[config.mk]
export PLATFORM = sky130hd
export DESIGN_NAME = linear_probe_hash_table
export DESIGN_NICKNAME = d
export VERILOG_FILES = /design/src/lpht_pkg.sv /design/src/lpht_mod.sv /design/src/linear_probe_hash_table.sv
export SDC_FILE = /design/constraint.sdc
export NUM_CORES = 1
export LEC_CHECK = 0
export BUFFER_PORTS_ARGS = -buffer_cell sky130_fd_sc_hd__buf_2
export CAP_MARGIN = 10
export CORE_ASPECT_RATIO = 1.4
export CORE_UTILIZATION = 56
export CTS_CLUSTER_DIAMETER = 80
export CTS_CLUSTER_SIZE = 12
export DETAILED_ROUTE_END_ITERATION = 10
export GPL_ROUTABILITY_DRIVEN = 1
export PLACE_DENSITY = 0.75
export SYNTH_ARGS = -nofsm -noshare
export SYNTH_HDL_FRONTEND = slang
export SYNTH_HIERARCHICAL = 1
export SYNTH_SLANG_ARGS = --single-unit
[constraint.sdc]
create_clock -name i_clk -period 5.4 [get_ports i_clk]
set_clock_uncertainty 0.1 [all_clocks]
set_input_delay 1.08 -clock i_clk [delete_from_list [all_inputs] [get_ports i_clk]]
set_output_delay 1.08 -clock i_clk [all_outputs]
set_load 0.05 [all_outputs]
[src/lpht_pkg.sv]
// Package with the transaction types, entry layout and codes of the linear probe hash table.
`default_nettype none
package lpht_pkg;

    localparam int KEY_W = 17;

    localparam logic [1:0] FUNC_INSERT = 2'd0;
    localparam logic [1:0] FUNC_REMOVE = 2'd1;
    localparam logic [1:0] FUNC_SEARCH = 2'd2;

    localparam logic [2:0] STAT_INSERTED  = 3'd0;
    localparam logic [2:0] STAT_DUPLICATE = 3'd1;
    localparam logic [2:0] STAT_FULL      = 3'd2;
    localparam logic [2:0] STAT_REMOVED   = 3'd3;
    localparam logic [2:0] STAT_FOUND     = 3'd4;
    localparam logic [2:0] STAT_NOT_FOUND = 3'd5;

    localparam logic [1:0] MARK_EMPTY   = 2'd0;
    localparam logic [1:0] MARK_USED    = 2'd1;
    localparam logic [1:0] MARK_DELETED = 2'd2;

    typedef struct packed {
        logic [1:0]       func;
        logic [KEY_W-1:0] key;
        logic [KEY_W-1:0] record_position;
    } t_hash_req;

    typedef struct packed {
        logic [2:0]       status;
        logic [3:0]       slot;
        logic [KEY_W-1:0] found_position;
        logic [3:0]       probe_count;
    } t_hash_rsp;

    typedef struct packed {
        logic [1:0]       mark;
        logic [KEY_W-1:0] key;
        logic [KEY_W-1:0] pos;
    } t_entry;

endpackage
`default_nettype wire

[src/lpht_mod.sv]
// Unit that reduces a key modulo the table size by reciprocal multiplication.
`default_nettype none
module lpht_mod #(
    parameter int DIVISOR = 13
) (
    input  wire logic                         i_clk,
    input  wire logic                         i_rst_n,
    input  wire logic                         i_start,
    input  wire logic [lpht_pkg::KEY_W-1:0]   i_key,
    output logic                              o_done,
    output logic [$clog2(DIVISOR)-1:0]        o_rem
);
    import lpht_pkg::*;

    localparam int IW = $clog2(DIVISOR);
    localparam int SH = KEY_W + IW;
    localparam int PW = 2 * KEY_W + 1;
    localparam logic [KEY_W:0] RECIP =
        (KEY_W+1)'(((longint'(1) << SH) + longint'(DIVISOR) - 1) / longint'(DIVISOR));

    logic             r_stage;
    logic             r_done;
    logic [KEY_W-1:0] r_key;
    logic [KEY_W-1:0] r_quot;
    logic [IW-1:0]    r_rem;
    logic [PW-1:0]    w_prod;
    logic [PW-1:0]    w_prod_shr;
    logic [KEY_W-1:0] w_back;
    logic [KEY_W-1:0] w_diff;

    // The quotient comes from the scaled reciprocal, the remainder from one multiply back.
    assign w_prod     = PW'(i_key) * PW'(RECIP);
    assign w_prod_shr = w_prod >> SH;
    assign w_back     = r_quot * KEY_W'(DIVISOR);
    assign w_diff     = r_key - w_back;

    always_ff @(posedge i_clk) begin
        if (!i_rst_n) begin
            r_stage <= 1'b0;
            r_done  <= 1'b0;
        end else begin
            r_stage <= i_start;
            r_done  <= r_stage;
        end
    end

    always_ff @(posedge i_clk) begin
        if (i_start) begin
            r_key  <= i_key;
            r_quot <= w_prod_shr[KEY_W-1:0];
        end
        if (r_stage) begin
            r_rem <= w_diff[IW-1:0];
        end
    end

    assign o_done = r_done;
    assign o_rem  = r_rem;

endmodule
`default_nettype wire

[src/linear_probe_hash_table.sv]
// Top level of the open-addressing hash table with linear probing over one slot memory.
`default_nettype none
// Usage: raise start with a request on i_req while busy is low; the transaction is taken at
// that clock edge and busy rises at once. The request is an insert, remove or search of a
// 17-bit key. The home slot is the key modulo TABLE_SLOTS, found by a reciprocal
// multiplication. The slot memory is then swept from home, one read per cycle, for
// TABLE_SLOTS reads; each read is registered before it is compared, and a finishing
// state decides the outcome and, for an insert or remove that succeeds, writes the slot.
// o_valid pulses for exactly one cycle with the result on o_result, and busy falls in
// that same cycle so a new transaction can be taken at its end. One transaction is in
// flight at a time.
// The receiver cannot stall: a result is shown once and must be taken in that cycle.
// After reset the memory is cleared one slot per cycle, all TABLE_SLOTS slots, with busy high.
module linear_probe_hash_table #(
    parameter int TABLE_SLOTS = 13
) (
    input  wire logic                 i_clk,
    input  wire logic                 i_rst_n,
    input  wire logic                 start,
    input  wire lpht_pkg::t_hash_req  i_req,
    output logic                      busy,
    output logic                      o_valid,
    output lpht_pkg::t_hash_rsp       o_result
);
    import lpht_pkg::*;

    localparam int IW = $clog2(TABLE_SLOTS);
    localparam int XW = IW + 4;
    localparam logic [IW-1:0] LAST_SLOT   = IW'(TABLE_SLOTS - 1);
    localparam logic [3:0]    FULL_PROBES = 4'(TABLE_SLOTS);

    localparam logic [2:0] ST_CLEAR  = 3'd0;
    localparam logic [2:0] ST_IDLE   = 3'd1;
    localparam logic [2:0] ST_HASH   = 3'd2;
    localparam logic [2:0] ST_SWEEP  = 3'd3;
    localparam logic [2:0] ST_LAST   = 3'd4;
    localparam logic [2:0] ST_FINISH = 3'd5;

    t_entry mem [TABLE_SLOTS];

    logic [2:0]       r_state;
    t_hash_req        r_req;
    logic [IW-1:0]    r_addr;
    logic [IW-1:0]    r_step;
    logic             r_rd_vld;
    logic [IW-1:0]    r_rd_slot;
    logic [IW-1:0]    r_rd_step;
    t_entry           r_rd_data;
    logic             r_hit;
    logic [IW-1:0]    r_hit_slot;
    logic [IW-1:0]    r_hit_step;
    logic [KEY_W-1:0] r_hit_pos;
    logic             r_free;
    logic [IW-1:0]    r_free_slot;
    logic [IW-1:0]    r_free_step;
    logic             r_valid;
    t_hash_rsp        r_result;

    logic          w_accept;
    logic          w_mod_done;
    logic [IW-1:0] w_home;
    logic [IW-1:0] w_addr_next;
    logic          w_we;
    logic [IW-1:0] w_waddr;
    t_entry        w_wdata;
    t_hash_rsp     n_result;
    logic [XW-1:0] w_hit_slot_x;
    logic [XW-1:0] w_hit_step_x;
    logic [XW-1:0] w_free_slot_x;
    logic [XW-1:0] w_free_step_x;

    assign busy     = (r_state != ST_IDLE);
    assign w_accept = start && !busy;

    lpht_mod #(
        .DIVISOR (TABLE_SLOTS)
    ) u_mod (
        .i_clk   (i_clk),
        .i_rst_n (i_rst_n),
        .i_start (w_accept),
        .i_key   (i_req.key),
        .o_done  (w_mod_done),
        .o_rem   (w_home)
    );

    assign w_addr_next   = (r_addr == LAST_SLOT) ? '0 : r_addr + 1'b1;
    assign w_hit_slot_x  = XW'(r_hit_slot);
    assign w_hit_step_x  = XW'(r_hit_step);
    assign w_free_slot_x = XW'(r_free_slot);
    assign w_free_step_x = XW'(r_free_step);

    always_comb begin
        w_we     = 1'b0;
        w_waddr  = r_addr;
        w_wdata  = '{mark: MARK_EMPTY, key: '0, pos: '0};
        n_result = '{status: STAT_NOT_FOUND, slot: 4'd0, found_position: '0, probe_count: 4'd0};
        if (r_state == ST_CLEAR) begin
            w_we = 1'b1;
        end else if (r_state == ST_FINISH) begin
            case (r_req.func)
                FUNC_INSERT: begin
                    if (r_hit) begin
                        n_result.status = STAT_DUPLICATE;
                        n_result.slot   = w_hit_slot_x[3:0];
                    end else if (r_free) begin
                        w_we                 = 1'b1;
                        w_waddr              = r_free_slot;
                        w_wdata              = '{mark: MARK_USED, key: r_req.key,
                                                 pos: r_req.record_position};
                        n_result.status      = STAT_INSERTED;
                        n_result.slot        = w_free_slot_x[3:0];
                        n_result.probe_count = w_free_step_x[3:0];
                    end else begin
                        n_result.status      = STAT_FULL;
                        n_result.probe_count = FULL_PROBES;
                    end
                end
                FUNC_REMOVE, FUNC_SEARCH: begin
                    if (r_hit) begin
                        n_result.slot        = w_hit_slot_x[3:0];
                        n_result.probe_count = w_hit_step_x[3:0];
                        if (r_req.func == FUNC_REMOVE) begin
                            w_we            = 1'b1;
                            w_waddr         = r_hit_slot;
                            w_wdata         = '{mark: MARK_DELETED, key: '0, pos: '0};
                            n_result.status = STAT_REMOVED;
                        end else begin
                            n_result.status         = STAT_FOUND;
                            n_result.found_position = r_hit_pos;
                        end
                    end else begin
                        n_result.probe_count = FULL_PROBES;
                    end
                end
                default: begin
                    n_result.status = STAT_NOT_FOUND;
                end
            endcase
        end
    end

    always_ff @(posedge i_clk) begin
        if (w_we) begin
            mem[w_waddr] <= w_wdata;
        end
        if (r_state == ST_SWEEP) begin
            r_rd_data <= mem[r_addr];
        end
    end

    always_ff @(posedge i_clk) begin
        if (!i_rst_n) begin
            r_state  <= ST_CLEAR;
            r_addr   <= '0;
            r_rd_vld <= 1'b0;
            r_valid  <= 1'b0;
        end else begin
            r_valid <= (r_state == ST_FINISH);
            if (r_rd_vld) begin
                if (!r_hit && r_rd_data.mark == MARK_USED && r_rd_data.key == r_req.key) begin
                    r_hit      <= 1'b1;
                    r_hit_slot <= r_rd_slot;
                    r_hit_step <= r_rd_step;
                    r_hit_pos  <= r_rd_data.pos;
                end
                if (!r_free && r_rd_data.mark != MARK_USED) begin
                    r_free      <= 1'b1;
                    r_free_slot <= r_rd_slot;
                    r_free_step <= r_rd_step;
                end
            end
            case (r_state)
                ST_CLEAR: begin
                    r_addr <= w_addr_next;
                    if (r_addr == LAST_SLOT) begin
                        r_state <= ST_IDLE;
                    end
                end
                ST_IDLE: begin
                    if (w_accept) begin
                        r_req   <= i_req;
                        r_state <= ST_HASH;
                    end
                end
                ST_HASH: begin
                    if (w_mod_done) begin
                        r_addr  <= w_home;
                        r_step  <= '0;
                        r_hit   <= 1'b0;
                        r_free  <= 1'b0;
                        r_state <= ST_SWEEP;
                    end
                end
                ST_SWEEP: begin
                    r_rd_vld  <= 1'b1;
                    r_rd_slot <= r_addr;
                    r_rd_step <= r_step;
                    r_addr    <= w_addr_next;
                    r_step    <= r_step + 1'b1;
                    if (r_step == LAST_SLOT) begin
                        r_state <= ST_LAST;
                    end
                end
                ST_LAST: begin
                    r_rd_vld <= 1'b0;
                    r_state  <= ST_FINISH;
                end
                ST_FINISH: begin
                    r_result <= n_result;
                    r_state  <= ST_IDLE;
                end
                default: begin
                    r_state <= ST_IDLE;
                end
            endcase
        end
    end

    assign o_valid  = r_valid;
    assign o_result = r_result;

endmodule
`default_nettype wire
; ---- Yosys cells after proc, flatten, opt, wreduce, memory -nomap -nowiden
; Memories as Yosys holds them, arrays and structs flattened. A register that Yosys moved wholly into a read port is not among the register bits.
; Index checks and enable logic that the tools add are counted.
[word_totals]
reg_bits = 144
mem_bits_rw = 468
inputBits = 39
output_inout_bits = 30
elab_cells = 128
memories = 1
[memory_table]
columns = name, words, width, read_ports, rd_ports_with_merged_regs, wr, line_no
row1 = mem, 13, 36, 1, 1, 1, linear_probe_hash_table.sv:39  ; t_entry mem [TABLE_SLOTS];
[classes]
add_sub_neg = 3
n_mul = 2
n_eq_ne = 17
mux = 54
bitwise = 2
reduce_logical = 23
[op_table]
columns = op, n
row1 = $mux 36, 4
row2 = $pmux 36 s2, 1
row3 = $mux 35, 2
row4 = $mux 4, 13
row5 = $pmux 4 s2, 5
row6 = $mul 17x15->32 const B, 1
row7 = $mux 24, 1
row8 = $eq 17x17->1, 1
row9 = $mux 17, 1
row10 = $mux 1, 16
row11 = $mux 3, 5
row12 = $pmux 3 s5, 1
row13 = $mul 14x4->4 const B, 1
row14 = $reduce_and 3->1, 4
row15 = $add 4x1->4 const B, 2
row16 = $eq 4x4->1 const B, 2
row17 = $ne 2x1->1 const B, 4
row18 = $mux 7, 1
row19 = $eq 3x2->1 const B, 2
row20 = $eq 3x3->1 const B, 2
row21 = $pmux 3 s2, 1
row22 = $reduce_and 2->1, 3
row23 = $reduce_bool 2->1, 3
row24 = $eq 2x1->1 const B, 2
row25 = other kinds (15), 23

; ---- Depth between registers and ports, before layout
; Gate-level depths: netlist of the first run.
[depth]
depth_word = 8
ltp_mapped = 16

; ---- Hierarchy
; The synthesis of the first run kept the hierarchy.
[by_module_without_submodules]
columns = mod, n_inst, cells_per_inst, area_each_um2, seq_area_each_um2
row1 = linear_probe_hash_table, 1, 1149, 23810.3, 18647.9
row2 = lpht_mod, 1, 355, 3722.3, 400.4

; ---- Worst setup path after synthesis of the first run
; Ideal clock, no wire load.
[synth_path]
kind = register to register
from = register r_req[34] in the netlist's numbering
to = memory mem[3][0] in the netlist's numbering (enable)
setup_time_ns = 0.519
arrival_time_ns = 5.254
setup_slack_ns = -0.473
stages_incl_launch_ff = 11
n_path_buf = 3
period_less_slack_ns = 5.873
path_cell_list = edfxtp_1 > inv_1 > ha_1 > buf_6 > and3_1 > buf_6 > a21boi_1 > o21ai_0 > or3b_1 > buf_6 > nor4_1
[synth_between]
elab_chain_cells = 8
elab_cells_between_ends = 16
cone_classes = eq/ne: 2 / mux: 12 / reduce/logical: 2
[synth_lines]
columns = item, line_no
row1 = from (decl), linear_probe_hash_table.sv:42  ; t_hash_req r_req;
row2 = from (signal assigned), linear_probe_hash_table.sv:181  ; r_req <= i_req;
row3 = $eq 2x1->1, "linear_probe_hash_table.sv:100, linear_probe_hash_table.sv:122"
row4 = $mux 1, linear_probe_hash_table.sv:122  ; if (r_req.func == FUNC_REMOVE) begin
row5 = $mux 1, linear_probe_hash_table.sv:119  ; if (r_hit) begin
row6 = $pmux 1 s2, linear_probe_hash_table.sv:100  ; case (r_req.func)
row7 = $mux 1, linear_probe_hash_table.sv:99  ; end else if (r_state == ST_FINISH) begin
row8 = $mux 1, linear_probe_hash_table.sv:97  ; if (r_state == ST_CLEAR) begin
row9 = $mux 1, linear_probe_hash_table.sv:143  ; if (w_we) begin
row10 = $mux 1 (implied by the code), linear_probe_hash_table.sv:144  ; mem[w_waddr] <= w_wdata;
row11 = to (decl), linear_probe_hash_table.sv:39
; Parallel ways exist; a longest one is shown, timed or not.

; ---- Final worst setup path of the first run
[layout_path]
from = input port i_req[22] in the netlist's numbering
to = register u_mod.r_quot[2], data pin
[layout_between]
elab_chain_cells = 1
[layout_lines]
columns = item, line_no
row1 = from (decl), linear_probe_hash_table.sv:20  ; input wire lpht_pkg::t_hash_req i_req,
row2 = $mul 17x15->32, lpht_mod.sv:32  ; assign w_prod = PW'(i_key) * PW'(RECIP);
row3 = net u_mod.w_prod[23], lpht_mod.sv:26  ; logic [PW-1:0] w_prod;
row4 = to (signal assigned), lpht_mod.sv:50  ; r_quot <= w_prod_shr[KEY_W-1:0];
row5 = to (decl), lpht_mod.sv:24  ; logic [KEY_W-1:0] r_quot;
; The timed path passes the listed nets, and every way through them passes these cells.
; A chain may end at the register's enable or synchronous reset.

==> metrics list, run 1 <==
- The number of global-route vias before repair was 14,497.
* Final GP Congestion: 0.830
- Total number of yosys warnings: 6
- Mean Syn Cell Area: 18.3 µm²
* Full die area: 50,100 µm²
* Max-Cap Viols: 0
- The worst setup path is launched from an input pin.
* Number of cells produced by synthesis: 1,504
- Most frequent cell after synthesis: sky130_fd_sc_hd__edfxtp_1
- Share of synthesized flip-flops with an asynchronous set or reset: 0%
- Post-cts sizing count: 0
- During I/O placement, the number of pins put on the boundary was 69.
- The total overflow left after global routing is 0.
- In the finished design, the share of the clock period the worst path needs comes to 96.6%.
* Worst Max-Slew Pin Slew: 1110 ps
* Lkg Pwr: 0.0104 µW
- Violation count after the first detailed-routing iteration: 1,341
- TritonCTS built the clock tree.
- Clock tree buffer depth: 3
- TritonCTS Sinks: 638
- For this configuration, the core starts out at a cell density of 57.1%.
- Number of nets produced by synthesis: roughly 1,700
- Setup violations remaining at the end of the flow were counted as 0.
- For the worst setup path, the data required time is 5650 ps.
* Overall fraction of global-route tracks in use: 23.3%
* Most used flip-flop cell after synthesis: sky130_fd_sc_hd__edfxtp_1
- Sequential cell area fraction in the yosys report: between 60% and 70%
- Unrepaired setup endpoints after global routing: false
* Final instance count without filler cells: 2,297
- In this run the power density over the cells is about 520 nW/µm².
- Timing would allow up to 192 MHz.
- Counting instances in the post-synthesis netlist gives the leading cell types as sky130_fd_sc_hd__edfxtp_1, sky130_fd_sc_hd__inv_1, sky130_fd_sc_hd__mux4_2, sky130_fd_sc_hd__ha_1, sky130_fd_sc_hd__and2_1.
* Post-synth EDFFs: between 600 and 700
- In the final routed layout, each cell accounts on average for roughly 24 µm.
- Number of diodes added for antenna fixing: 0
- Buffers on Ports: 68
- The worst-case IR drop observed on VDD is 0.000345 V.
* Post-layout net count: about 1,800
- The synthesized design contains 638 register bits.
- After floorplanning, the core was sized to cover 48,300 µm².
- The post-route netlist has 21.7% of its cells at a drive strength greater than 1.
- Total negative slack for setup checks: 0 ps
- Number of cells after detailed placement: 2,213
- Overall via count from detail_route: between 10,000 and 15,000
- The die is 189 µm wide.
- The worst setup path is captured at a register.
- Of the post-synthesis cell area, the dominant cell type holds 68.4%.
- Clock latency reported for the late side of the worst-skew pair: 610 ps
* Fin area: ~31,000 µm²
* Type of the worst setup path: in2reg
- Final cell utilization of the core: ~64%
* Worst Hold Slack: 316 ps
* Data arrival time at the worst-slack endpoint: 5460 ps
- Entering global routing, the biggest net connects between 60 and 70 pins.
- The detail route stage leaves a number of antenna-violating nets equal to 0.
* # fillers: 3,402
* Buffer cell driving the clock tree root: sky130_fd_sc_hd__clkbuf_16
- Once detailed placement completed, the half-perimeter wirelength came to 33,100 µm.
- Class of the worst hold path: reg2reg
* Relative area change from synthesis to final layout: 11.5%
* Number of hold violations in the final report: 0
* Ratio of routed vias to standard cells: 6.01
- Post-synth top area cell: sky130_fd_sc_hd__edfxtp_1
* Clock transition at the registers of the reported paths: 60 ps
- Largest fanout on the critical path: 5
* Top area cells in the synthesized netlist: sky130_fd_sc_hd__edfxtp_1, sky130_fd_sc_hd__mux4_2, sky130_fd_sc_hd__ha_1
- Run status: completed
- The routed design has 56,000 µm of wire.
- Post CTS Setup Buffer Count: 0
- Y dimension of the die: 264 µm
- The first global-routing pass estimated about 86,000 µm of wire.
- The initial antenna violation count came to 0.
* Post-route DRC: 0
- The first TritonRoute pass finished after 5 iterations.
- Rel. slew slack: approximately a quarter
- Total of hold buffers inserted after clock tree synthesis: 0
- The H-tree was split into 2 levels.
* Placed inst area: around 29,000 µm²
- Slew Limit Fails: 0
- The mapped netlist covers 27,500 µm².
* Time the worst path needs with I/O delays and setup: 5220 ps
- Counting distinct cell types in the post-synthesis netlist gives 65.
- Inserted Clock Buffers: 59
- Total number of placement rows: 95
-- worst max-delay path, cell delays in order --
cell,delay [ps]
sky130_fd_sc_hd__buf_2,160
sky130_fd_sc_hd__fa_2,400
sky130_fd_sc_hd__fa_1,490
sky130_fd_sc_hd__inv_1,50
sky130_fd_sc_hd__fa_1,480
sky130_fd_sc_hd__inv_1,50
sky130_fd_sc_hd__fa_1,490
sky130_fd_sc_hd__fa_1,520
sky130_fd_sc_hd__inv_1,50
sky130_fd_sc_hd__fa_1,510
sky130_fd_sc_hd__inv_2,50
sky130_fd_sc_hd__ha_4,260
sky130_fd_sc_hd__and4_1,210
sky130_fd_sc_hd__o2111a_1,210
sky130_fd_sc_hd__o22ai_2,120
sky130_fd_sc_hd__a311oi_2,240
sky130_fd_sc_hd__xor2_1,100
-- metrics by stage --
stage | total power, µW | setup WS, ps
floorplan | 10700 | -473
global placement | 12200 | -369
detailed placement | 12400 | -466
CTS | 16100 | 174
global route | 16800 | 16.5
finish | 15900 | 185
-- worst paths after layout --
check | start | to | slack [ps] | depth (start not counted)
setup / recovery | i_req[22] | u_mod/r_quot[2]$_DFFE_PP_ | 180 | 17
hold / removal | r_rd_data[2]$_DFFE_PP_ | r_hit_pos[2]$_DFFE_PP_ | 320 | 0
setup reg to reg | r_req[34]$_DFFE_PP_ | mem[0][6]$_DFFE_PP_ | 1590 | 7
hold reg to reg | r_rd_data[2]$_DFFE_PP_ | r_hit_pos[2]$_DFFE_PP_ | 320 | 0
-- logic make-up (layout without fill, tap and decap cells) --
logic type                 count (synthesis)  in the layout  synth area share (%)
buffers and inverters                    185            348                  2.82
and+or+nand+nor                          228            228                  4.52
AOI/OAI and AO/OA                        125            125                  3.10
muxes                                    125            125                  10.2
xor gates and xnor gates                  45             45                  1.43
adders and majority gates                158            158                  8.76
DFF                                      638            638                  69.2
-- registers in the layout (all words and copies together), names as in the netlist, 17 cells and up --
register   count
o_result      28
r_hit_pos     17
r_rd_data     36
mem          468
r_req         36
-- power breakdown --
group | internal (µW) | leakage [µW] | switching, µW | total, µW
combinational | 2520 | 0.00407 | 3030 | 5550
clock | 2030 | 0.000796 | 1670 | 3700
sequential | 6390 | 0.00555 | 297 | 6680
total | 10900 | 0.0104 | 5000 | 15900
-- per-layer routing --
metal / global-route usage [%] / share of wire (%) / wire [µm]
met5: 0 / 0 / 0
met4: 7.59 / 2.7 / 1540
met3: 2.87 / 5.8 / 3250
met2: 42.0 / 54 / 30300
met1: 29.1 / 37 / 20900
-- final cells by class --
class / count / area (µm²) / share of cell area (%)
Inverter: 128 / 480 / 1.56
Sequential cell: 638 / 19100 / 62.1
Tap cell: 630 / 788 / 2.57
Timing Repair Buffer: 136 / 888 / 2.89
Clock buffer: 81 / 1590 / 5.18
Multi-Input combinational cell: 681 / 7840 / 25.5
Clock inverter: 3 / 58.8 / 0.192
-- cell usage in the layout, fill, tap and decap left out, types with 6 or more instances in the layout --
cell type / netlist / layout
sky130_fd_sc_hd__edfxtp_1: 627 / 627
sky130_fd_sc_hd__mux4_2: 124 / 124
sky130_fd_sc_hd__inv_1: 126 / 123
sky130_fd_sc_hd__ha_1: 100 / 99
sky130_fd_sc_hd__and2_1: 74 / 74
sky130_fd_sc_hd__buf_2: 18 / 68
sky130_fd_sc_hd__buf_4: 3 / 65
sky130_fd_sc_hd__nand2_1: 62 / 62
sky130_fd_sc_hd__clkbuf_16: 0 / 60
sky130_fd_sc_hd__fa_1: 58 / 57
sky130_fd_sc_hd__xnor2_1: 33 / 33
sky130_fd_sc_hd__a21oi_1: 26 / 26
sky130_fd_sc_hd__nor2_1: 25 / 24
sky130_fd_sc_hd__a31oi_1: 22 / 22
sky130_fd_sc_hd__a211oi_1: 21 / 21
sky130_fd_sc_hd__o21ai_0: 21 / 21
sky130_fd_sc_hd__clkbuf_1: 25 / 20
sky130_fd_sc_hd__xor2_1: 12 / 12
sky130_fd_sc_hd__nor4_2: 3 / 8
sky130_fd_sc_hd__and3_1: 8 / 7
sky130_fd_sc_hd__dfxtp_1: 11 / 7
sky130_fd_sc_hd__nor2b_1: 6 / 6
sky130_fd_sc_hd__nand3_1: 6 / 6
sky130_fd_sc_hd__nand2b_1: 6 / 6
sky130_fd_sc_hd__nor3_1: 6 / 6
Power figures use the tool's default switching activity.
==> run 2: changes to the inputs <==
--- a/config.mk
+++ b/config.mk
@@ -5,15 +5,16 @@
 export SDC_FILE = /design/constraint.sdc
 export NUM_CORES = 1
 export LEC_CHECK = 0
+export ABC_AREA = 1
 export BUFFER_PORTS_ARGS = -buffer_cell sky130_fd_sc_hd__buf_2
 export CAP_MARGIN = 10
 export CORE_ASPECT_RATIO = 1.4
-export CORE_UTILIZATION = 56
+export CORE_UTILIZATION = 57
 export CTS_CLUSTER_DIAMETER = 80
 export CTS_CLUSTER_SIZE = 12
 export DETAILED_ROUTE_END_ITERATION = 10
 export GPL_ROUTABILITY_DRIVEN = 1
-export PLACE_DENSITY = 0.75
+export PLACE_DENSITY = 0.77
 export SYNTH_ARGS = -nofsm -noshare
 export SYNTH_HDL_FRONTEND = slang
 export SYNTH_HIERARCHICAL = 1
==> metrics list, run 2 <==
- Largest regs: mem x468, r_rd_data x36, r_req x36
- The startpoint identified for the worst register-to-register timing path is r_req[34]$_DFFE_PP_.
- Post-layout net count: 2,635 (+43%)
* Inserted Clock Buffers: 59 (unchanged)
- Top area cells in the synthesized netlist: sky130_fd_sc_hd__edfxtp_1, sky130_fd_sc_hd__nor2_1, sky130_fd_sc_hd__o21ai_0
* Worst R2R End: mem[5][32]$_DFFE_PP_
* Total power consumption of the routed design: 14,200 µW (-11%)
- The worst hold margin is 319 ps (+3.10 ps).
- The headroom to the max-slew limit came to 36.5% (+11 points).
- The register bit count reported by yosys came to 638 (unchanged).
* Worst hold path depth: 0 (unchanged)
- Met2 capacity usage during global routing: 47.8% (+5.8 points)
- Final GP Congestion: 0.853 (+2.8%)
* Data required time at the worst endpoint: 5660 ps (about the same)
* Via count of the first global-routing pass: 18,587 (+28%)
- The insertion delay of the later-clocked pin in the worst-skew pair is 610 ps (about the same).
* Largest fanout on the critical path: 3 (-2)
- Total number of yosys warnings: 6 (unchanged)
* Area of the core region: 49,200 µm² (+2.0%)
- Buffer cell driving the clock tree root: sky130_fd_sc_hd__clkbuf_16
- TritonCTS clock tree: yes
- Most used flip-flop cell after synthesis: sky130_fd_sc_hd__edfxtp_1
- Worst VDD drop: 0.000370 V (+7.1%)
* Met1 track utilization from global routing: 31.3% (+2.2 points)
- R2R setup slack: 1470 ps (-120 ps)
- The share of flip-flops with an asynchronous set or reset after synthesis came to 0% (unchanged).
- Number of hold violations in the final report: 0 (unchanged)
* Worst Max-Slew Pin Slew: 952 ps (-153 ps)
* Total of hold buffers inserted after clock tree synthesis: 0 (unchanged)
- The top achievable clock speed is 192 MHz (about the same).
- The worst-case setup slack after placement was -390 ps (+75.8 ps).
- Leaving out fill and tap cells, the most frequent cells in the layout are sky130_fd_sc_hd__edfxtp_1, sky130_fd_sc_hd__nor2_1, sky130_fd_sc_hd__o21ai_0, sky130_fd_sc_hd__inv_1, sky130_fd_sc_hd__nand2_1.
- The detailed-route DRC error count is 0 (unchanged).
* Effective utilization at floorplan: 57.9% (+0.85 points)
- Buffers on Ports: 68 (unchanged)
* Commonest non-fill, non-tap cell in the layout: sky130_fd_sc_hd__edfxtp_1
* Unrepaired setup endpoints after global routing: false
- Area of the multi-input gates: 8270 µm² (+5.5%)
* Antenna violations before repair: 0 (unchanged)
- For hold timing, the worst endpoint is r_hit_pos[3]$_DFFE_PP_.
- Hold_sp: r_rd_data[3]$_DFFE_PP_
* Worst setup SP type: input pin
* Ratio of routed vias to standard cells: 5.94 (-1.1%)
* Number of I/O pins: 69 (unchanged)
- The share of the synthesized area in the top cell type is 66.0% (-2.4 points).
* Routing usage on met3: 3.22% (+0.35 points)
* TritonCTS Sinks: 638 (unchanged)
- Number of cell instances on the worst register-to-register path: 12 (+5)
- The routed wirelength normalized by instance count was 21.8 µm (-11%).
- Class of the worst hold path: reg2reg
- The worst setup path is of the in2reg kind.
- Setup ws final: 180 ps (-5.07 ps)
- First-pass GRT wire length: 102,000 µm (+18%)
- Sequential cell area fraction in the yosys report: 66.8% (-2.4 points)
- The total length of routed wires is 67,500 µm (+20%).
- Largest register FFs: 468 (unchanged)
* Final instance count without filler cells: 3,099 (+35%)
- The arrival time of data at the critical path endpoint is 5480 ps (+20 ps).
* Die boundary width: 191 µm (+0.86%)
* Overall via count from detail_route: 18,416 (+33%)
- The clock edge transition at the registers on the reported setup and hold paths was 70 ps (about the same).
- Total area of sequential cells: 19,100 µm² (unchanged)
* Final count of negative-setup-slack endpoints: 0 (unchanged)
* Final antenna-violating net count: 0 (unchanged)
- Routing layer with the top usage in global route: met2
* Total number of placement rows: 96 (+1.1%)
- Y dimension of the die: 267 µm (+0.86%)
- Post-synth EDFFs: 627 (unchanged)
- The number of standard cells after synthesis was 2,345 (+56%).
- The maximum number of pins on one net before global-route repair was 202 (+210%).
* Power per cell area: 453 nW/µm² (-13%)
* Remaining Overflow, GRT: 0 (unchanged)
- Post-synth top area cell: sky130_fd_sc_hd__edfxtp_1
* Number of nets produced by synthesis: 2,542 (+49%)
- Top cells by count, synth: sky130_fd_sc_hd__edfxtp_1, sky130_fd_sc_hd__nor2_1, sky130_fd_sc_hd__o21ai_0, sky130_fd_sc_hd__inv_1, sky130_fd_sc_hd__nand2_1
- Max-Cap Viols: 0 (unchanged)
* Mean Syn Cell Area: 12.2 µm² (-34%)
- The final number of max-transition violations was 0 (unchanged).
- Clock tree buffer depth: 3 (unchanged)
- The sum of net half-perimeters after detailed placement was 39,900 µm (+21%).
- The number of cells in the design after placement is 3,013 (+36%).
- Drt first pass iters: 8 (+3)
- Relative area change from synthesis to final layout: 10.2%
- The leakage component of the power is 0.0119 µW (+14%).
- The die outline area is 50,900 µm² (+1.7%).
- The share of cells above drive strength 1 came to 10.4% (-11 points).
- The register with the most flip-flops in the final layout is mem.
* Number of library cell types mapped by synthesis: 45 (-31%)
- The number of H-tree levels came to 2 (unchanged).
- Time the worst path needs with I/O delays and setup: 5220 ps (+5.07 ps)
- The setup fix buffers added after clock tree synthesis was 0 (unchanged).
* Final cell utilization of the core: 63.8% (+0.20 points)
- The quantity of gates resized following cts is 0 (unchanged).
* Number of diodes added for antenna fixing: 0 (unchanged)
* Overall fraction of global-route tracks in use: 26.8% (+3.5 points)
- # fillers: 3,500 (+2.9%)
- STA classifies the critical path endpoint as a register.
* Crit share post-route: 96.7% (about the same)
* Cell area after synthesis: 28,500 µm² (+3.6%)
- The most common cell in the synthesized netlist is sky130_fd_sc_hd__edfxtp_1.
- Run status: completed
- The number of design-rule violations left by the first detailed-router iteration is 1,948 (+45%).
## run 2: changes by cell type after synthesis, sizes merged, moves of 26 or more
cell	delta
nand3	+85
nor2	+446
nand2	+106
a21oi	+51
o21ai	+274
mux4	-124
clkbuf	+26
and2	-73
inv	+87
o211ai	+40
## run 2: power by group
| group | internal [µW] | switching, µW | total [µW] |
|---|---|---|---|
| Clock | 1990 | 1700 | 3690 |
| Combinational | 1600 | 2910 | 4510 |
| Sequential | 5930 | 112 | 6050 |
## run 2: worst max path at each step
| stage | startpoint | to | slack, ps |
|---|---|---|---|
| after global routing | i_req[21] | u_mod/r_quot[0]$_DFFE_PP_ | 30 |
| after CTS | i_req[20] | u_mod/r_quot[0]$_DFFE_PP_ | 250 |
| after global placement | i_req[20] | u_mod/r_quot[3]$_DFFE_PP_ | -280 |
| after floorplan | i_req[20] | u_mod/r_quot[3]$_DFFE_PP_ | 30 |
| after detailed placement | i_req[21] | u_mod/r_quot[0]$_DFFE_PP_ | -390 |
| final | i_req[20] | u_mod/r_quot[0]$_DFFE_PP_ | 180 |
## run 2: worst max-delay path: stages
cell	delay, ps
sky130_fd_sc_hd__buf_2	120
sky130_fd_sc_hd__fa_1	450
sky130_fd_sc_hd__fa_1	550
sky130_fd_sc_hd__inv_1	60
sky130_fd_sc_hd__fa_1	540
sky130_fd_sc_hd__inv_1	50
sky130_fd_sc_hd__fa_1	450
sky130_fd_sc_hd__fa_1	500
sky130_fd_sc_hd__inv_1	50
sky130_fd_sc_hd__fa_1	470
sky130_fd_sc_hd__inv_1	40
sky130_fd_sc_hd__ha_1	310
sky130_fd_sc_hd__nand2_1	80
sky130_fd_sc_hd__buf_4	140
sky130_fd_sc_hd__nor4_1	270
sky130_fd_sc_hd__nand2_1	140
sky130_fd_sc_hd__nand3_1	100
sky130_fd_sc_hd__nand2_1	70
## run 2: kinds of logic after synthesis
kind of cell	count (synthesis)	synth area share, %
xor+xnor	28	0.860
compound gates	450	8.47
buf+inv	320	4.58
flops	638	66.8
simple gates	751	10.8
fa+ha+maj	158	8.46
## run 2: per-stage QoR
stage | TNS, ps | area (µm²)
finish | 0 | 31400
global route | 0 | 31400
CTS | 0 | 31400
detailed placement | -1270 | 29800
global placement | -927 | 29800
floorplan | 0 | 28500
## run 2: area by class of cell
type	count	share of cell area (%)
clock buffers	81	4.96
clock inverters	4	0.203
inverters	218	2.62
multi-input cells	1387	26.3
flip-flops and latches	638	60.6
well taps	637	2.54
repair buffers	134	2.73
## run 2: metal layers
| metal | up-vias | part of all wire [%] |
|---|---|---|
| met5 | - | 0 |
| met4 | 0 | 5.4 |
| met3 | 216 | 7.9 |
| met2 | 955 | 52 |
| met1 | 8924 | 35 |
| li1 | 8321 | - |
==> run 3: changes to the inputs <==
--- a/config.mk
+++ b/config.mk
@@ -5,16 +5,17 @@
 export SDC_FILE = /design/constraint.sdc
 export NUM_CORES = 1
 export LEC_CHECK = 0
-export ABC_AREA = 1
 export BUFFER_PORTS_ARGS = -buffer_cell sky130_fd_sc_hd__buf_2
 export CAP_MARGIN = 10
+export CELL_PAD_IN_SITES_DETAIL_PLACEMENT = 1
+export CELL_PAD_IN_SITES_GLOBAL_PLACEMENT = 2
 export CORE_ASPECT_RATIO = 1.4
-export CORE_UTILIZATION = 57
+export CORE_UTILIZATION = 44
 export CTS_CLUSTER_DIAMETER = 80
 export CTS_CLUSTER_SIZE = 12
 export DETAILED_ROUTE_END_ITERATION = 10
 export GPL_ROUTABILITY_DRIVEN = 1
-export PLACE_DENSITY = 0.77
+export PLACE_DENSITY_LB_ADDON = 0.1
 export SYNTH_ARGS = -nofsm -noshare
 export SYNTH_HDL_FRONTEND = slang
 export SYNTH_HIERARCHICAL = 1
==> metrics list, run 3 (synthesis results as in run 1) <==
* Run status: completed
- Remaining Overflow, GRT: 0 (unchanged)
* Violation count after the first detailed-routing iteration: 811 (-58%)
- In this run the critical register-to-register path is launched from r_req[35]$_DFFE_PP_.
- The number of flip-flops under the largest register name was 468 (unchanged).
* Top library cells by usage in the layout, fill and taps aside: sky130_fd_sc_hd__edfxtp_1, sky130_fd_sc_hd__mux4_2, sky130_fd_sc_hd__inv_1, sky130_fd_sc_hd__ha_1, sky130_fd_sc_hd__and2_1
* Number of cells after detailed placement: 2,416 (-20%)
* Relative area change from synthesis to final layout: 12.6%
* Effective utilization at floorplan: 44.5% (-13 points)
- Class of the worst hold path: reg2reg
- Number of diodes added for antenna fixing: 0 (unchanged)
- The worst hold margin is 315 ps (-3.55 ps).
- The setup fix buffers added after clock tree synthesis was 0 (unchanged).
- # fillers: 5,783 (+65%)
* Final count of negative-setup-slack endpoints: 0 (unchanged)
- The top achievable clock speed was 192 MHz (+0.40%).
* TritonCTS clock tree: yes
- The detailed-route via count was 13,597 (-26%).
- The quantity of gates resized following cts is 0 (unchanged).
* Power per cell area: 520 nW/µm² (+15%)
- Buffers on Ports: 68 (unchanged)
- Hold_sp: r_rd_data[11]$_DFFE_PP_
- Worst setup SP type: input pin
* Max-Cap Viols: 0 (unchanged)
- First-pass GRT wire length: 97,000 µm (-4.9%)
- Clock H-tree levels: 2 (unchanged)
- Among cell families on the critical path, the largest total delay comes from adder cells.
* Post-layout net count: 1,850 (-30%)
- STA classifies the critical path endpoint as a register.
- Overall fraction of global-route tracks in use: 21.2% (-5.6 points)
- The data required time of the critical path was 5660 ps (about the same).
- Setup WS pre-CTS: -475 ps (-85.2 ps)
- Clock tree buffer depth: 3 (unchanged)
- CTS placed an instance of sky130_fd_sc_hd__clkbuf_16 at the clock tree root.
- Ratio of routed vias to standard cells: 5.44 (-8.4%)
- The flop-to-flop setup slack was 1660 ps (+190 ps).
- The number of CTS-inserted buffers was 59 (unchanged).
* Worst R2R End: mem[12][19]$_DFFE_PP_
* Worst hold path depth: 0 (unchanged)
- The die outline area came to 63,600 µm² (+25%).
- Worst stage delay on the critical path: 490 ps (-60 ps)
- The length of the first detailed-routing pass in iterations came to 5 (-3).
* Crit share post-route: 96.3% (-0.39 points)
- The critical path is of the in2reg type.
- Fraction of final layout cells sized beyond drive strength 1: 22.0% (+12 points)
- The number of nets still failing antenna checks after routing is 0 (unchanged).
* Slew Limit Fails: 0 (unchanged)
- Worst Max-Slew Pin Slew: 1220 ps (+263 ps)
* Lkg Pwr: 0.0104 µW (-12%)
- Antenna violations before repair: 0 (unchanged)
- The number of global-route vias before repair came to 15,148 (-19%).
- TritonCTS Sinks: 638 (unchanged)
- Number of cell instances on the worst register-to-register path: 8 (-4)
- Final cell utilization of the core: 50.1% (-14 points)
* Time the worst path needs with I/O delays and setup: 5200 ps (-20.8 ps)
* Total of hold buffers inserted after clock tree synthesis: 0 (unchanged)
- Ordered list of cells on the worst path: buf_2, buf_4, fa_1, inv_1, fa_1, inv_1, fa_1, fa_1, inv_1, fa_1, fa_1, inv_1, ha_1, and4_1, o2111a_1, o22ai_2, a311oi_2, xor2_1
- Endpoint, Worst Hold: r_hit_pos[11]$_DFFE_PP_
* DR WL/cell: 25.9 µm (+19%)
- Slowest-stage cell, CP: sky130_fd_sc_hd__fa_1
* Clock transition at the registers of the reported paths: 60 ps (about the same)
* Number of I/O pins: 69 (unchanged)
- Y dimension of the die: 298 µm (+12%)
- Rel. slew slack: 18.1% (-18 points)
- DRT Wirelength: 64,600 µm (-4.2%)
- The total power after layout was 16,100 µW (+13%).
* Half-perimeter wire length after detailed placement: 38,500 µm (-3.6%)
* Unrepaired setup endpoints after global routing: false
- Pin count of the biggest net entering global routing: 75 (-63%)
- Post-route DRC: 0 (unchanged)
* Number of hold violations in the final report: 0 (unchanged)
* Total number of placement rows: 108 (+13%)
- The number of buffer and inverter stages on the critical path came to 6 (unchanged).
- The peak supply drop is 0.000514 V (+39%).
- The final weighted congestion in routability-driven placement was 0.759 (-11%).
- Clock latency reported for the late side of the worst-skew pair: 620 ps (about the same)
- Data arrival time at the worst-slack endpoint: 5460 ps (-20 ps)
* Setup ws final: 200 ps (+20.8 ps)
- The width of the die was 213 µm (+12%).
* Largest fanout on the critical path: 4 (+1)
- The area of the core region is 61,900 µm² (+26%).
- By instance count, the cell type seen most on the critical path is sky130_fd_sc_hd__fa_1.
* Largest regs: mem x468, r_rd_data x36, r_req x36
* Final instance count without filler cells: 2,499 (-19%)
- Commonest non-fill, non-tap cell in the layout: sky130_fd_sc_hd__edfxtp_1
- Ranked by flip-flop count, first place goes to mem.
## run 3: cell count changes in the layout (fill, tap and decap cells not counted), moves of 19 or more
cell	before	now
sky130_fd_sc_hd__nor2_1	452	24
sky130_fd_sc_hd__o21ai_0	279	21
sky130_fd_sc_hd__mux4_2	0	124
sky130_fd_sc_hd__nand2_1	160	62
sky130_fd_sc_hd__nand3_1	87	6
sky130_fd_sc_hd__inv_1	202	123
sky130_fd_sc_hd__and2_1	1	74
sky130_fd_sc_hd__a21oi_1	76	26
sky130_fd_sc_hd__o211ai_1	40	0
sky130_fd_sc_hd__o22ai_1	25	1
sky130_fd_sc_hd__a31oi_1	1	22
sky130_fd_sc_hd__a211oi_1	1	21
sky130_fd_sc_hd__xnor2_1	14	33
## run 3: metal layers
layer / share of wire (%) / track usage, % / up-vias
li1: - / - / 6054
met1: 40 / 26.1 / 7234
met2: 54 / 38.9 / 238
met3: 3.4 / 2.65 / 71
met4: 2.1 / 5.51 / 0
met5: 0 / 0 / -
## run 3: worst max-delay path by stage
stage | slack, ps | cells after the start | endpoint | from
final | 200 | 18 | u_mod/r_quot[2]$_DFFE_PP_ | i_req[22]
after global placement | -410 | 18 | u_mod/r_quot[2]$_DFFE_PP_ | i_req[22]
after CTS | 200 | 17 | u_mod/r_quot[2]$_DFFE_PP_ | i_req[22]
after floorplan | -470 | 10 | mem[3][0]$_DFFE_PP_ | r_req[34]$_DFFE_PP_
after detailed placement | -480 | 17 | u_mod/r_quot[2]$_DFFE_PP_ | i_req[22]
after global routing | 0.06 | 18 | u_mod/r_quot[2]$_DFFE_PP_ | i_req[22]
## run 3: cell type report
type                            count  area [µm²]  area share (%)
Sequential cell                   638       19100            61.5
Multi-Input combinational cell    681        7850            25.3
Clock buffer                       79        1550            5.01
Tap cell                          825        1030            3.33
Timing Repair Buffer              145         953            3.08
Inverter                          128         480            1.55
Clock inverter                      3        71.3           0.230
## run 3: through the flow
stage | TNS, ps | instance area (µm²)
3_3_place_gp | -1450 | 29400
6_report | 0 | 31000
2_1_floorplan | -109690 | 27600
4_1_cts | 0 | 31000
3_5_place_dp | -1680 | 29400
5_1_grt | 0 | 31000
## run 3: worst reg2reg max path, stage by stage, from the launching register on
cell and delay [ps]:
sky130_fd_sc_hd__edfxtp_1 380, sky130_fd_sc_hd__inv_1 80, sky130_fd_sc_hd__ha_1 450, sky130_fd_sc_hd__and3_1 450, sky130_fd_sc_hd__a21boi_1 130, sky130_fd_sc_hd__o21ai_0 240, sky130_fd_sc_hd__o21ai_0 430, sky130_fd_sc_hd__nor4_2 730
sky130_fd_sc_hd__buf_12 370
## run 3: power by group
group | leakage, µW | switching [µW] | internal, µW
sequential | 0.00555 | 325 | 6390
combinational | 0.00412 | 3120 | 2540
clock | 0.000780 | 1740 | 1990
total | 0.0104 | 5190 | 10900
